<file path="src/sv/cossim_pkg.sv">
`timescale 1ns / 1ps
// ----------------------------------------------------------------------------
// Cosine similarity shared definitions
// Widths, the accumulator record passed from front to back, and limits.
// ----------------------------------------------------------------------------
package cossim_pkg;

  localparam int ELEM_W   = 16;
  localparam int DOT_W    = 42;
  localparam int NORM_W   = 41;
  localparam int ROOT_W   = 21;
  localparam int DEN_W    = 2 * ROOT_W;
  localparam int FRAC_SH  = 14;
  localparam int NUM_W    = DOT_W + FRAC_SH;
  localparam int Q_W      = 15;
  localparam int QUEUE_DEPTH = 4;
  localparam int SIM_MAX  = 16384;

  typedef struct packed {
    logic signed [DOT_W-1:0] dot;
    logic [NORM_W-1:0]       norm_a;
    logic [NORM_W-1:0]       norm_b;
  } acc_t;

endpackage

</file>
<file path="src/sv/cossim_queue.sv">
`timescale 1ns / 1ps
// ----------------------------------------------------------------------------
// Cosine similarity accumulator queue
// Short FIFO of finished vector sums between front and back.
// ----------------------------------------------------------------------------
module cossim_queue #(
  parameter int DEPTH = cossim_pkg::QUEUE_DEPTH
) (
  input  logic              clk,
  input  logic              rst_n,
  input  logic              push,
  input  cossim_pkg::acc_t  push_data,
  input  logic              pop,
  output logic              empty,
  output logic              almost_full,
  output cossim_pkg::acc_t  head
);
  import cossim_pkg::*;

  localparam int PTR_W = (DEPTH > 1) ? $clog2(DEPTH) : 1;
  localparam int CNT_W = $clog2(DEPTH + 1);

  acc_t             mem_r [DEPTH];
  logic [PTR_W-1:0] wr_ptr_r;
  logic [PTR_W-1:0] rd_ptr_r;
  logic [CNT_W-1:0] count_r;

  assign empty = (count_r == '0);
  // One slot stays free for the sum still in the product stage.
  assign almost_full = (count_r >= CNT_W'(DEPTH - 1));
  assign head = mem_r[rd_ptr_r];

  always_ff @(posedge clk) begin
    if (!rst_n) begin
      wr_ptr_r <= '0;
      rd_ptr_r <= '0;
      count_r  <= '0;
    end else begin
      if (push) begin
        wr_ptr_r <= (wr_ptr_r == PTR_W'(DEPTH - 1)) ? '0 : wr_ptr_r + 1'b1;
      end
      if (pop) begin
        rd_ptr_r <= (rd_ptr_r == PTR_W'(DEPTH - 1)) ? '0 : rd_ptr_r + 1'b1;
      end
      count_r <= count_r + CNT_W'(push) - CNT_W'(pop);
    end
  end

  always_ff @(posedge clk) begin
    if (push) begin
      mem_r[wr_ptr_r] <= push_data;
    end
  end

endmodule

</file>
<file path="config.mk">
export PLATFORM = sky130hd
export DESIGN_NAME = cossim_queue
export DESIGN_NICKNAME = d
export VERILOG_FILES = /design/src/sv/cossim_pkg.sv /design/src/sv/cossim_queue.sv
export SDC_FILE = /design/constraint.sdc
export NUM_CORES = 1
export LEC_CHECK = 0
export CORE_ASPECT_RATIO = 0.5
export CORE_MARGIN = 3
export CORE_UTILIZATION = 43
export DETAILED_ROUTE_END_ITERATION = 7
export DONT_BUFFER_PORTS = 1
export GPL_ROUTABILITY_DRIVEN = 1
export GPL_TIMING_DRIVEN = 0
export PLACE_DENSITY_LB_ADDON = 0.3
export SLEW_MARGIN = 10
export SYNTH_ARGS = -nofsm -noshare
export SYNTH_HDL_FRONTEND = slang
export SYNTH_SLANG_ARGS = --single-unit
</file>
<file path="constraint.sdc">
create_clock -name clk -period 4 [get_ports clk]
set_clock_uncertainty 0.2 [all_clocks]
set_input_delay 0.8 -clock clk [delete_from_list [all_inputs] [get_ports clk]]
set_output_delay 0.8 -clock clk [all_outputs]
set_load 0.01 [all_outputs]
</file>
==> run metrics <==
cell taking the most area after synthesis edfxtp_1; fin nets 888; #FFs+latches synth 505; Max IR drop VDD 0.324 mV; Post-CTS Resized 0; CTS Buffer Depth 3; top cell family by delay on the critical path buffers and inverters; Vias/cell 5.39; multi-input logic area 3050 µm²; post-synth cell types 19; startpoint type of the worst setup path flip-flop; post-synthesis async set-or-reset flop share 0%; Yosys top cell area share 81.3%; num rows 52; top cells by count, synth 496 x edfxtp_1, 124 x mux4_2, 14 x buf_2; hpwl dp 21.7 mm; wire length per cell 25.6 µm; Port Buffers 0; DR iter-0 viols 504; max-slew violations 0; Hold Fails Final Rpt 0; drt pass-1 iters 6; CP cell instances buf_2, buf_2, buf_2, mux4_2; diode count 0; Die Span Y 152 µm; final hold slack 0.137 ns; most frequent CP cell buf_2; Vias 7281; min cycle time layout 3.22 ns; WP data required 3.00 ns; Slowest cell on crit path mux4_2; CTS tree built; CP arrival 2.22 ns; Leak 6.43 nW; # IOs 254; hold_buf cts 0; top-count cell post-synth edfxtp_1; worst-path maximum fanout 10; Final setup viols 0; antenna violations before repair 0; starting density of the core 44.4%; Total GRT Usage 15.3%; register area share after synthesis 82.2%; first-pass GRT wire length 51.7 mm; Syn Nets 832; max cap viols 0; Clk pin slew, worst setup/hold paths 0.06 ns; RSZ-0062 raised after global routing false; dpl cells 1270; H-tree depth 2; top cells by area, synth edfxtp_1 81%, mux4_2 15%, dfxtp_1 0.98%; crit share post-route 80.4%; slew of the pin with the lowest slew margin 0.737 ns; # clock sinks 505; Primary FF master, synth edfxtp_1; Num CTS Buffers 46; Avg Synthesized Cell Area 26.4 µm²; Crit Path Class reg -> out; hold crit path type in -> reg; Overflow after GRT 0; largest net degree at the start of global routing 51; final wirelength 34.7 mm; outcome complete, no violations; final core occ 50.4%; CP Buf/Inv Count 3; clock latency on the worst-skew pair 0.54 ns; register area 15100 µm²; FMAX 311 MHz; postcts setup bufs 0; Post-Layout Cell Count 1352; Max stage delay on crit path 0.43 ns; Post-Syn Area 18300 µm²; Slew HR 50.8%; Clock Root Buffer clkbuf_16; cell count after synthesis 695; synth warn 0; Critical Path Sink Type output port; number of routed nets with antenna violations 0; Final Wtd Congestion 0.681; die area 45300 µm²; share of layout cells above drive strength 1 29.2%; residual DRC count 0; area of the core 41200 µm²; EDFF count, synth 496; vias in the first global route 7748; die span in x 298 µm; fill count 3213; Area Growth Syn to Fin 13.5%; pwr/cell area 543 nW/µm²
==> cell usage in the layout, fill, tap and decap left out, drive strengths merged <==
cell type / instances
a21oi: 2
and2: 6
buf: 30
bufinv: 6
clkbuf: 60
clkinv: 17
clkinvlp: 4
dfxtp: 9
edfxtp: 496
fa: 1
ha: 8
inv: 9
mux2i: 2
mux4: 124
nand2: 1
nand2b: 2
nor2: 3
nor3: 1
o21ai: 1
or3b: 2
xnor2: 1
==> logic make-up after synthesis <==
family / count (synthesis) / synth area share [%]
flip-flops: 505 / 82.2
multiplexers: 126 / 15.3
buffers and inverters: 36 / 1.16
AND/OR/NAND/NOR: 15 / 0.478
adder cells (fa/ha/maj): 9 / 0.655
AO/OA/AOI/OAI: 3 / 0.0819
XOR/XNOR: 1 / 0.0478
==> sequential cells by signal (all words and copies together) (netlist names), named ones only <==
| name | flops |
|---|---|
| mem_r | 496 |
| count_r | 3 |
| rd_ptr_r | 2 |
| wr_ptr_r | 2 |
==> area by class of cell <==
cell class | count | share of cell area, %
buffer | 28 | 0.878
clock buffer | 54 | 5.98
clock inverter | 28 | 1.41
inverter | 8 | 0.144
multi-input combinational | 154 | 14.7
sequential | 505 | 72.4
tap | 567 | 3.41
timing repair buffer | 8 | 1.06
==> metal layers <==
layer	track usage, %	routed length [µm]	vias to the layer above
li1	-	-	3115
met1	17.7	12600	3935
met2	28.8	19800	181
met3	3.34	1520	50
met4	4.39	795	0
met5	0	0	-
==> power breakdown <==
group	internal (W)	switching, W
combinational	0.000308	0.000449
clock	0.00261	0.00185
sequential	0.00604	0.0000464
total	0.00896	0.00235
==> through the flow <==
step,setup TNS (ns),power (W),setup WS [ns],cell area (µm²)
2_1_floorplan,0,0.00676,1.03,18300
3_5_place_dp,0,0.00699,1.27,19300
5_1_grt,0,0.0117,0.636,20800
3_3_place_gp,-96.26,0.00697,-0.218,19000
6_report,0,0.0113,0.782,20800
4_1_cts,0,0.0115,0.662,20800
==> worst paths after layout <==
check | from | to | slack (ns) | cells past startpoint
setup / recovery | flip-flop | head[90] | 0.78 | 4
hold reg to reg | rd_ptr_r[0]$_SDFFE_PN0P_ | rd_ptr_r[0]$_SDFFE_PN0P_ | 0.31 | 2
hold / removal | push_data[88] | mem_r[1][88]$_DFFE_PP_ | 0.14 | 0
setup reg to reg | wr_ptr_r[0]$_SDFFE_PN0P_ | mem_r[2][122]$_DFFE_PP_ | 1.72 | 5
Note: power is estimated with default switching activity, not from simulation.
