===== config.mk =====
export PLATFORM = sky130hd
export DESIGN_NAME = cossim_front
export DESIGN_NICKNAME = d
export VERILOG_FILES = /design/src/sv/cossim_pkg.sv /design/src/sv/cossim_front.sv
export SDC_FILE = /design/constraint.sdc
export NUM_CORES = 2
export LEC_CHECK = 0
export BUFFER_PORTS_ARGS = -buffer_cell sky130_fd_sc_hd__buf_2
export CAP_MARGIN = 5
export CORE_ASPECT_RATIO = 0.75
export CORE_MARGIN = 2
export CORE_UTILIZATION = 30
export DETAILED_ROUTE_END_ITERATION = 10
export PLACE_DENSITY = 0.44
export SETUP_SLACK_MARGIN = 0.5
export SYNTH_ARGS = -nofsm -noshare
export SYNTH_HDL_FRONTEND = slang
export SYNTH_SLANG_ARGS = --single-unit

===== constraint.sdc =====
create_clock -name clk -period 16.8 [get_ports clk]
set_clock_uncertainty 0.1 [all_clocks]
set_input_delay 4.2 -clock clk [delete_from_list [all_inputs] [get_ports clk]]
set_output_delay 4.2 -clock clk [all_outputs]
set_load 0.01 [all_outputs]

===== src/sv/cossim_pkg.sv =====
`timescale 1ns / 1ps
// ----------------------------------------------------------------------------
// Cosine similarity shared definitions
// Widths, the accumulator record passed from front to back, and limits.
// ----------------------------------------------------------------------------
package cossim_pkg;

  localparam int ELEM_W   = 16;
  localparam int DOT_W    = 42;
  localparam int NORM_W   = 41;
  localparam int ROOT_W   = 21;
  localparam int DEN_W    = 2 * ROOT_W;
  localparam int FRAC_SH  = 14;
  localparam int NUM_W    = DOT_W + FRAC_SH;
  localparam int Q_W      = 15;
  localparam int QUEUE_DEPTH = 4;
  localparam int SIM_MAX  = 16384;

  typedef struct packed {
    logic signed [DOT_W-1:0] dot;
    logic [NORM_W-1:0]       norm_a;
    logic [NORM_W-1:0]       norm_b;
  } acc_t;

endpackage


===== src/sv/cossim_front.sv =====
`timescale 1ns / 1ps
// ----------------------------------------------------------------------------
// Cosine similarity front end
// Registers the element products and accumulates them with saturation.
// ----------------------------------------------------------------------------
module cossim_front (
  input  logic                                   clk,
  input  logic                                   rst_n,
  input  logic                                   accept,
  input  logic signed [cossim_pkg::ELEM_W-1:0]   elem_a,
  input  logic signed [cossim_pkg::ELEM_W-1:0]   elem_b,
  input  logic                                   last,
  output logic                                   push,
  output cossim_pkg::acc_t                       push_data
);
  import cossim_pkg::*;

  logic                        p_valid_r;
  logic                        p_last_r;
  logic signed [31:0]          p_ab_r;
  logic [30:0]                 p_aa_r;
  logic [30:0]                 p_bb_r;
  logic signed [DOT_W-1:0]     dot_r;
  logic [NORM_W-1:0]           na_r;
  logic [NORM_W-1:0]           nb_r;

  logic signed [31:0]          sq_a;
  logic signed [31:0]          sq_b;
  logic signed [DOT_W:0]       dot_sum;
  logic [NORM_W:0]             na_sum;
  logic [NORM_W:0]             nb_sum;
  acc_t                        acc_nxt;

  assign sq_a = elem_a * elem_a;
  assign sq_b = elem_b * elem_b;

  always_comb begin
    dot_sum = {dot_r[DOT_W-1], dot_r} + {{(DOT_W-31){p_ab_r[31]}}, p_ab_r};
    na_sum  = {1'b0, na_r} + {{(NORM_W-30){1'b0}}, p_aa_r};
    nb_sum  = {1'b0, nb_r} + {{(NORM_W-30){1'b0}}, p_bb_r};
    // Saturate the dot product at the signed limits of its width.
    if (dot_sum[DOT_W] != dot_sum[DOT_W-1]) begin
      acc_nxt.dot = dot_sum[DOT_W] ? {1'b1, {(DOT_W-1){1'b0}}}
                                   : {1'b0, {(DOT_W-1){1'b1}}};
    end else begin
      acc_nxt.dot = dot_sum[DOT_W-1:0];
    end
    acc_nxt.norm_a = na_sum[NORM_W] ? {NORM_W{1'b1}} : na_sum[NORM_W-1:0];
    acc_nxt.norm_b = nb_sum[NORM_W] ? {NORM_W{1'b1}} : nb_sum[NORM_W-1:0];
  end

  always_ff @(posedge clk) begin
    if (!rst_n) begin
      p_valid_r <= 1'b0;
      dot_r     <= '0;
      na_r      <= '0;
      nb_r      <= '0;
    end else begin
      p_valid_r <= accept;
      if (p_valid_r) begin
        if (p_last_r) begin
          dot_r <= '0;
          na_r  <= '0;
          nb_r  <= '0;
        end else begin
          dot_r <= acc_nxt.dot;
          na_r  <= acc_nxt.norm_a;
          nb_r  <= acc_nxt.norm_b;
        end
      end
    end
  end

  always_ff @(posedge clk) begin
    if (accept) begin
      p_last_r <= last;
      p_ab_r   <= elem_a * elem_b;
      p_aa_r   <= sq_a[30:0];
      p_bb_r   <= sq_b[30:0];
    end
  end

  assign push      = p_valid_r & p_last_r;
  assign push_data = acc_nxt;

endmodule


==> metrics.md <==
| Metric | Value |
|---|---|
| Reg2Reg Depth | `14` |
| Post-Syn Area | `40400 sq um` |
| Synth Area in XOR/XNOR | `4.85%` |
| Max Cap Viol | `0` |
| Synth Area in Adders | `46.9%` |
| Post-DP HPWL | `85.7 mm` |
| Avg Vias per Cell | `4.67` |
| Setup TNS | `0 ns` |
| Post-CTS resize count | `0` |
| Die area | `138000 sq um` |
| Fin nets | `5602` |
| Asr flop ratio synth | `0%` |
| GP Congestion | `0.800` |
| Final ANT Viol Nets | `0` |
| Worst slew margin | `28.1%` |
| Most frequent cell after synthesis | `inv_1` |
| Share of layout cells above drive strength 1 | `under 10%` |
| CTS sink cnt | `~220` |
| First-pass iteration count of the detailed router | `5` |
| Placeable Area | `134000 sq um` |
| Synth top area cells | `fa_1 (36%), ha_1 (11%), inv_1 (9.0%)` |
| Yosys warning count | `0` |
| Core Rows | `between 100 and 150` |
| Yosys top cell by area | `fa_1` |
| Crit path DAT | `approximately 12 ns` |
| Vias in the first global route | `between 30000 and 40000` |
| Run status | `finished, final reports clean` |
| RSZ-0062 raised after global routing | `false` |
| Post-synthesis compound-gate area fraction | `12.3%` |
| Mean area per synthesized cell | `9.13 sq um` |
| I/O pins | `161` |
| Final setup viols | `0` |
| Via count | `29300` |
| Skew-Pair Late Insertion Delay | `0.62 ns` |
| Post-synth top flop | `dfxtp_1` |
| Design area | `44100 sq um` |
| Initial Util | `between 30% and 40%` |
| F_max | `88.1 MHz` |
| Min Tclk post-route | `11.35 ns` |
| Net Count, Synth | `between 5000 and 6000` |
| Multi-input logic area | `30800 sq um` |
| Max-slew violations | `0` |
| Simple-gate portion of the synthesized area | `11.8%` |
| Worst hold path class | `flop to flop` |
| Register bit count reported by yosys | `~220` |
| FILL cells | `14100` |
| CTS tree | `done` |
| Critical Path RT | `approximately 17 ns` |
| Final wirelength | `around 110 mm` |
| Storage cell area | `5300 sq um` |
| First-pass GRT wire length | `176 mm` |
| Die width | `~430 um` |
| Post-synth EDFFs | `93` |
| Synth-to-layout area growth | `9.23%` |
| Post-synth top area share | `35.7%` |
| Clk root buf | `clkbuf_16` |
| Clock transition at the registers of the reported paths | `0.06 ns` |
| Buffers on Ports | `160` |
| Final Util | `33.1%` |
| Max FO, Critical Path | `26` |
| Seq/Total Area, Yosys | `13.1%` |
| Final hold vios | `0` |
| Startpoint Class | `input port` |
| Cts bufs inserted | `30` |
| Overall fraction of global-route tracks in use | `between 10% and 20%` |
| # Post-CTS Setup Buffers | `0` |
| Post-Synthesis Cells | `4426` |
| Type of destination of the critical path | `flop` |
| Hold path depth | `2` |
| Multiplexer share of the synthesized area | `0.344%` |
| Drt drc | `0` |
| Filler-free cell count of the finished design | `6278` |
| CTS H-tree lvls | `1` |
| Top cells by count, synth | `inv_1 (964), fa_1 (720), nand2_1 (441)` |
| Total gr overflow | `0` |
| Period utilization | `67.6%` |
| CP Class | `input port to flop` |
| Routed length per placed instance | `17.0 um` |
| Largest net degree at the start of global routing | `63` |
| Die Y | `322 um` |
| Synth unique cells | `90` |
| Post-CTS Hold Buffers | `0` |
| Antenna violations before repair | `4` |
| DR iter-0 viols | `1513` |
| CTS max path bufs | `3` |
| Dpl cell area | `between 40000 and 50000 sq um` |
| Worst slew pin tran | `1.07 ns` |
| Largest family of logic cells by synthesized area | `adder cells` |
| Cells after DPL | `6222` |
## flip-flops by register name, summed over array words and instances (netlist names)
name       flops
na_r          41
p_valid_r      1
dot_r         42
nb_r          41
p_ab_r        32
p_bb_r        30
p_aa_r        30
p_last_r       1
## cell usage in the layout (no fill, tap or decap), types with 93 or more instances in the layout
cell,synthesis,final
a21o_1,105,105
a21oi_1,180,180
a22o_1,100,100
and2_1,160,160
buf_2,16,159
dfxtp_1,125,125
edfxtp_1,93,93
fa_1,720,720
ha_1,362,362
inv_1,964,964
nand2_1,441,441
nor2_1,230,228
xnor2_1,154,154
## worst max-delay path, stage by stage
cell and delay [ns]:
buf_2 0.58, clkinv_1 0.76, nor2_1 0.34, fa_1 0.45, inv_1 0.09, fa_1 0.42
fa_1 0.52, inv_1 0.06, fa_1 0.44, fa_1 0.51, inv_1 0.05, fa_1 0.47
inv_1 0.04, ha_1 0.36, a21oi_1 0.15, o21ai_0 0.15, a211oi_1 0.25, a21oi_1 0.16
o41ai_1 0.54, o21ai_0 0.34, nor3_1 0.33, o41ai_1 0.13, a21oi_1 0.18, xnor2_1 0.08
## kinds of logic (layout without fill, tap and decap cells)
| logic type | after synthesis | in the layout |
|---|---|---|
| compound gates | 709 | 709 |
| fa+ha+maj | 1083 | 1083 |
| flops | 218 | 218 |
| xor+xnor | 223 | 223 |
| mux | 13 | 13 |
| buf+inv | 1140 | 1221 |
| other cells | 0 | 1 |
| simple gates | 1040 | 1040 |
## final cells by class
cell class	count	share of cell area, %
multi-input cells	3068	69.8
flip-flops and latches	218	12.0
inverters	975	8.29
well taps	1770	5.02
repair buffers	191	2.35
clock buffers	35	1.91
clock inverters	20	0.598
diodes	1	0.00567
## metrics by stage
step                      setup WS, ns  hold slack [ns]
after CTS                         5.56            0.368
final                             5.45            0.367
after detailed placement          4.89            0.353
after global routing              5.03            0.398
after floorplan                   6.28            0.329
after global placement            5.10            0.345
## layer usage
layer	part of all wire [%]	GRT usage [%]	vias up	routed length [um]
li1	-	-	14100	-
met1	48	23.1	14700	51700
met2	46	26.1	450	49100
met3	4.4	1.88	65	4700
met4	1.4	2.29	4	1450
met5	0.014	0	-	15
## final timing paths
path | slack, ns | startpoint | to
hold / removal | 0.37 | dot_r[39]$_SDFFE_PN0P_ | dot_r[39]$_SDFFE_PN0P_
setup / recovery | 5.45 | elem_b[3] | p_ab_r[30]$_DFFE_PP_
hold reg to reg | 0.37 | dot_r[39]$_SDFFE_PN0P_ | dot_r[39]$_SDFFE_PN0P_
setup reg to reg | 12.16 | p_ab_r[0]$_DFFE_PP_ | dot_r[17]$_SDFFE_PN0P_
Power is not shown: default switching activity piles up to over one toggle a cycle in this logic, so the estimate is an artifact.
