### config.mk
export PLATFORM = sky130hd
export DESIGN_NAME = cossim_back
export DESIGN_NICKNAME = d
export VERILOG_FILES = /design/src/sv/cossim_pkg.sv /design/src/sv/cossim_back.sv
export SDC_FILE = /design/constraint.sdc
export NUM_CORES = 2
export LEC_CHECK = 0
export BUFFER_PORTS_ARGS = -buffer_cell sky130_fd_sc_hd__buf_2
export CAP_MARGIN = 20
export CORE_UTILIZATION = 40
export CTS_BUF_LIST = sky130_fd_sc_hd__clkbuf_16
export DETAILED_ROUTE_END_ITERATION = 10
export PLACE_DENSITY = 0.57
export SLEW_MARGIN = 10
export SYNTH_ARGS = -nofsm -noshare
export SYNTH_HDL_FRONTEND = slang
export SYNTH_SLANG_ARGS = --single-unit
### constraint.sdc
create_clock -name clk -period 13.35 [get_ports clk]
set_clock_uncertainty 0.05 [all_clocks]
set_input_delay 1.335 -clock clk [delete_from_list [all_inputs] [get_ports clk]]
set_output_delay 1.335 -clock clk [all_outputs]
set_load 0.005 [all_outputs]
### src/sv/cossim_pkg.sv
`timescale 1ns / 1ps
// ----------------------------------------------------------------------------
// Cosine similarity shared definitions
// Widths, the accumulator record passed from front to back, and limits.
// ----------------------------------------------------------------------------
package cossim_pkg;

  localparam int ELEM_W   = 16;
  localparam int DOT_W    = 42;
  localparam int NORM_W   = 41;
  localparam int ROOT_W   = 21;
  localparam int DEN_W    = 2 * ROOT_W;
  localparam int FRAC_SH  = 14;
  localparam int NUM_W    = DOT_W + FRAC_SH;
  localparam int Q_W      = 15;
  localparam int QUEUE_DEPTH = 4;
  localparam int SIM_MAX  = 16384;

  typedef struct packed {
    logic signed [DOT_W-1:0] dot;
    logic [NORM_W-1:0]       norm_a;
    logic [NORM_W-1:0]       norm_b;
  } acc_t;

endpackage

### src/sv/cossim_back.sv
`timescale 1ns / 1ps
// ----------------------------------------------------------------------------
// Cosine similarity back end
// Two square roots, one multiply and a short division, one step a cycle.
// ----------------------------------------------------------------------------
module cossim_back (
  input  logic                                 clk,
  input  logic                                 rst_n,
  input  logic                                 q_empty,
  input  cossim_pkg::acc_t                     q_head,
  output logic                                 q_pop,
  input  logic                                 out_pop,
  output logic                                 out_empty,
  output logic signed [cossim_pkg::ELEM_W-1:0] out_similarity,
  output logic                                 out_zero_norm
);
  import cossim_pkg::*;

  typedef enum logic [2:0] {S_IDLE, S_ROOT, S_MUL, S_CHK, S_DIV, S_DONE} state_t;

  state_t             state_r;
  logic [4:0]         step_r;
  logic               neg_r;
  logic               zero_r;
  logic [NORM_W-1:0]  va_r, ra_r, ba_r;
  logic [NORM_W-1:0]  vb_r, rb_r;
  logic [DEN_W-1:0]   den_r;
  logic [NUM_W-1:0]   rem_r;
  logic [NUM_W-1:0]   dsh_r;
  logic [Q_W-1:0]     q_r;
  logic               out_valid_r;
  logic signed [ELEM_W-1:0] sim_r;
  logic               zn_r;

  logic [NORM_W-1:0]  sa, sb;
  logic               ge_a, ge_b;
  logic [DOT_W-1:0]   mag;
  logic [Q_W-1:0]     q_fin;
  logic [ELEM_W-1:0]  sim_fin;
  logic               out_free;

  assign sa   = ra_r + ba_r;
  assign sb   = rb_r + ba_r;
  assign ge_a = (va_r >= sa);
  assign ge_b = (vb_r >= sb);
  assign mag  = q_head.dot[DOT_W-1] ? (~q_head.dot + 1'b1) : q_head.dot;
  assign q_pop = (state_r == S_IDLE) && !q_empty;
  assign out_free = !out_valid_r || out_pop;

  always_comb begin
    q_fin = (q_r > Q_W'(SIM_MAX)) ? Q_W'(SIM_MAX) : q_r;
    if (zero_r) begin
      sim_fin = '0;
    end else if (neg_r) begin
      sim_fin = -{1'b0, q_fin};
    end else begin
      sim_fin = {1'b0, q_fin};
    end
  end

  always_ff @(posedge clk) begin
    if (!rst_n) begin
      state_r     <= S_IDLE;
      out_valid_r <= 1'b0;
    end else begin
      // A result leaving while the next one loads keeps the register full.
      if (out_pop && out_valid_r && !((state_r == S_DONE) && out_free)) begin
        out_valid_r <= 1'b0;
      end
      unique case (state_r)
        S_IDLE: begin
          if (!q_empty) begin
            neg_r  <= q_head.dot[DOT_W-1];
            rem_r  <= {mag, {FRAC_SH{1'b0}}};
            va_r   <= q_head.norm_a;
            vb_r   <= q_head.norm_b;
            ra_r   <= '0;
            rb_r   <= '0;
            ba_r   <= {1'b1, {(NORM_W-1){1'b0}}};
            step_r <= 5'(ROOT_W - 1);
            zero_r <= (q_head.norm_a == '0) || (q_head.norm_b == '0);
            q_r    <= '0;
            state_r <= ((q_head.norm_a == '0) || (q_head.norm_b == '0))
                       ? S_DONE : S_ROOT;
          end
        end
        S_ROOT: begin
          if (ge_a) begin
            va_r <= va_r - sa;
            ra_r <= (ra_r >> 1) + ba_r;
          end else begin
            ra_r <= ra_r >> 1;
          end
          if (ge_b) begin
            vb_r <= vb_r - sb;
            rb_r <= (rb_r >> 1) + ba_r;
          end else begin
            rb_r <= rb_r >> 1;
          end
          ba_r <= ba_r >> 2;
          if (step_r == '0) begin
            state_r <= S_MUL;
          end else begin
            step_r <= step_r - 1'b1;
          end
        end
        S_MUL: begin
          den_r   <= ra_r[ROOT_W-1:0] * rb_r[ROOT_W-1:0];
          state_r <= S_CHK;
        end
        S_CHK: begin
          // A quotient of 2^15 or more clamps straight away.
          if ({1'b0, rem_r} >= {den_r, {(Q_W){1'b0}}}) begin
            q_r     <= {Q_W{1'b1}};
            state_r <= S_DONE;
          end else begin
            dsh_r   <= {den_r, {(Q_W-1){1'b0}}};
            step_r  <= 5'(Q_W - 1);
            state_r <= S_DIV;
          end
        end
        S_DIV: begin
          if (rem_r >= dsh_r) begin
            rem_r <= rem_r - dsh_r;
            q_r   <= {q_r[Q_W-2:0], 1'b1};
          end else begin
            q_r   <= {q_r[Q_W-2:0], 1'b0};
          end
          dsh_r <= dsh_r >> 1;
          if (step_r == '0) begin
            state_r <= S_DONE;
          end else begin
            step_r <= step_r - 1'b1;
          end
        end
        S_DONE: begin
          if (out_free) begin
            sim_r       <= sim_fin;
            zn_r        <= zero_r;
            out_valid_r <= 1'b1;
            state_r     <= S_IDLE;
          end
        end
        default: state_r <= S_IDLE;
      endcase
    end
  end

  assign out_empty      = !out_valid_r;
  assign out_similarity = sim_r;
  assign out_zero_norm  = zn_r;

endmodule

==> flow_summary_export.csv <==
group,metric,value,unit
cts,insertion_delay,630,ps
setup_path,r2r-end,"den_r[40]",
route,via_per_inst,5.33,
setup_path,r2r_slack,5470,ps
global_routing,antenna_found_initial,2,
cts,cts_tree,"done",
floorplan,rows,122,
synthesis,synth_nets,5942,
cts,post_cts_buffers,0,
outcome,status,"finished, final reports clean",
synthesis,synth_cells,5034,
timing,period_share,0.590,
setup_path,crit_fanout,29,
placement,gp_congestion,0.881,
layout,drive_above_1_share,0.0644,
synthesis,synth_seq_area_share,0.255,
synthesis,synth_area_per_cell,8.92,um2
layout,syn_to_final_growth,8.40,%
timing,setup_violations,0,
cts,holdBufCountCts,0,
setup_path,cp-start-kind,"flop",
setup_path,endpoint_kind,"flop",
setup_path,endpoint,"den_r[40]",
route,drc_errors,0,
layout,fin_nets,5934,
timing,slew_violations,0,
floorplan,die_h,337,um
route,first_iter_violations,2288,
setup_path,required,13660,ps
layout,diodes,0,
synthesis,yosys_warnings,0,
placement,hpwl,89500,um
cts,cts_root_buf,"clkbuf_16",
timing,min_period,7880,ps
cts,cts_buffers,51,
setup_path,path_class,"reg2reg",
cts,cts_resized,0,
cts,htree_levels,2,
timing,worst_slew_pin_slew,1110,ps
synthesis,synthArstFlopShare,0,
cts,numClockSinks,382,
timing,maxSlewHeadroom,0.259,
timing,fin_tns_setup,0,ps
global_routing,grt_pass1_vias,34600,
route,antenna_left,0,
global_routing,track_usage,0.204,
route,wl_per_cell,17.6,um
cts,clock_path_buffers,3,
placement,port_buffers,146,
synthesis,synthDistinctLibCells,87,
flow_run,drv_cap,0,
timing,hold_viol_final,0,
floorplan,pin_count,147,
floorplan,die-area,0.114,mm2
setup_path,crit_arrival,8200,ps
synthesis,syn_area,0.0449,mm2
cts,clkTransAtPathRegs,60,ps
timing,rsz0062_at_grt,"no",
floorplan,die_w,337,um
global_routing,gr-total-overflow,0,
global_routing,grt_max_degree,99,
global_routing,grt_pass1_wl,187000,um
synthesis,ys_seq_elements,382,
floorplan,initial_core_util,0.404,
hold_path,worst_hold_path_type,"reg2reg",
setup_path,critPathLaunch,"ra_r[8]",
timing,max_freq,127,MHz
floorplan,fp.coreArea,0.111,mm2
route,wl,116000,um
route,firstDrtPassIters,7,
synthesis,synth-main-ff-cell,"edfxtp_1",
setup_path,r2r.worst_path.cells,24,
layout,fill_cells,11000,
route,via_count,34900,
setup_path,reg2reg_from,"ra_r[8]",
synthesis,synth_edf_count,378,
placed cells by master (no fill, tap or decap), types with 11 or more instances in the layout:
master / count
ha_1: 419
nor4_1: 37
o41ai_1: 14
nor3_1: 54
a31o_2: 20
or2_2: 13
o21ai_0: 294
nand2_1: 608
o211ai_1: 16
a21o_1: 131
nand3_1: 61
nand2b_1: 25
a31oi_1: 83
a211oi_1: 66
a21oi_1: 241
o21a_1: 31
edfxtp_1: 378
o21bai_1: 46
nor2b_1: 47
or3_1: 27
buf_4: 41
and2_1: 299
nand4_1: 69
o31ai_1: 30
xnor2_1: 175
nor2_1: 258
inv_1: 578
xor2_1: 178
clkbuf_16: 52
a21boi_0: 11
and3_1: 31
buf_2: 146
o21ai_1: 26
fa_1: 361
stage by stage:
step	hold WS (ps)	utilization	worst slack, ps	area (um2)	cells
finish	498	0.438	5470	48600	6553
global placement	485	0.423	5530	46900	6461
CTS	504	0.438	5430	48600	6553
global route	537	0.438	5010	48600	6553
floorplan	374	-	6190	44900	5034
detailed placement	490	0.423	5460	46900	6461
logic make-up (layout without fill, tap and decap cells):
kind of cell    Yosys count  count (layout)  share of synthesized area
simple gates           1586            1586                      0.172
compound gates         1105            1105                      0.156
buf+inv                 819             850                     0.0686
fa+ha+maj               780             780                      0.278
flops                   382             382                      0.255
xor+xnor                353             353                     0.0689
mux                       9               9                    0.00206
sequential cells by signal, indices dropped and copies added, names as in the netlist:
| name | count |
|---|---|
| out_zero_norm | 1 |
| state_r | 3 |
| q_r | 15 |
| neg_r | 1 |
| rem_r | 56 |
| vb_r | 41 |
| va_r | 41 |
| out_similarity | 16 |
| dsh_r | 56 |
| den_r | 42 |
| step_r | 5 |
| zero_r | 1 |
| ba_r | 21 |
| rb_r | 41 |
| ra_r | 41 |
| out_valid_r | 1 |
metal layers:
metal | vias to the layer above | share of wire | GRT usage
met4 | 0 | 0.019 | 0.0442
li1 | 17200 | - | -
met3 | 115 | 0.043 | 0.0247
met1 | 16800 | 0.48 | 0.287
met5 | - | 0 | 0
met2 | 731 | 0.45 | 0.334
synthesized netlist by cell type (131+ instances only):
library cell / count / area share
clkbuf_1: 235 / 0.020
xor2_1: 178 / 0.035
a21oi_1: 243 / 0.027
and2_1: 299 / 0.042
fa_1: 361 / 0.16
inv_1: 571 / 0.048
a21o_1: 131 / 0.022
nor2_1: 261 / 0.022
o21ai_0: 294 / 0.033
ha_1: 419 / 0.12
xnor2_1: 175 / 0.034
edfxtp_1: 378 / 0.25
nand2_1: 609 / 0.051
worst min path at each step:
stage	from	endpoint	slack (ps)	cells past startpoint
2_1_floorplan	zero_r	out_zero_norm	370	0
3_3_place_gp	dsh_r[31]	dsh_r[30]	490	2
3_5_place_dp	dsh_r[24]	dsh_r[23]	490	2
4_1_cts	dsh_r[24]	dsh_r[23]	500	2
5_1_grt	dsh_r[50]	dsh_r[49]	540	2
6_report	dsh_r[31]	dsh_r[30]	500	2
worst max-delay path, cell delays in order, from the launching register on:
cell and delay, ps:
edfxtp_1 1000, and2_1 260, fa_1 430, fa_1 510, inv_1 50, fa_1 470
inv_1 60, fa_1 490, inv_1 50, fa_1 530, inv_1 50, fa_1 470
inv_1 50, fa_1 470, inv_1 40, ha_1 360, o21ai_1 150, o32a_1 360
o311ai_1 100, o211ai_1 310, o31ai_1 360, nand2_1 150, o2111a_1 300, o41ai_1 420
xor2_1 110
final cells by class:
cell class,count,area [um2],area share
multi-input combinational,3833,30500,0.626
sequential,382,11400,0.235
inverter,571,2150,0.0442
tap,1488,1860,0.0383
clock buffer,52,1300,0.0267
timing repair buffer,187,1040,0.0213
clock inverter,40,414,0.00851
Power is left out: the tool's default activity adds up to more than one toggle a clock period on the data nets, which glitch-free logic cannot reach.
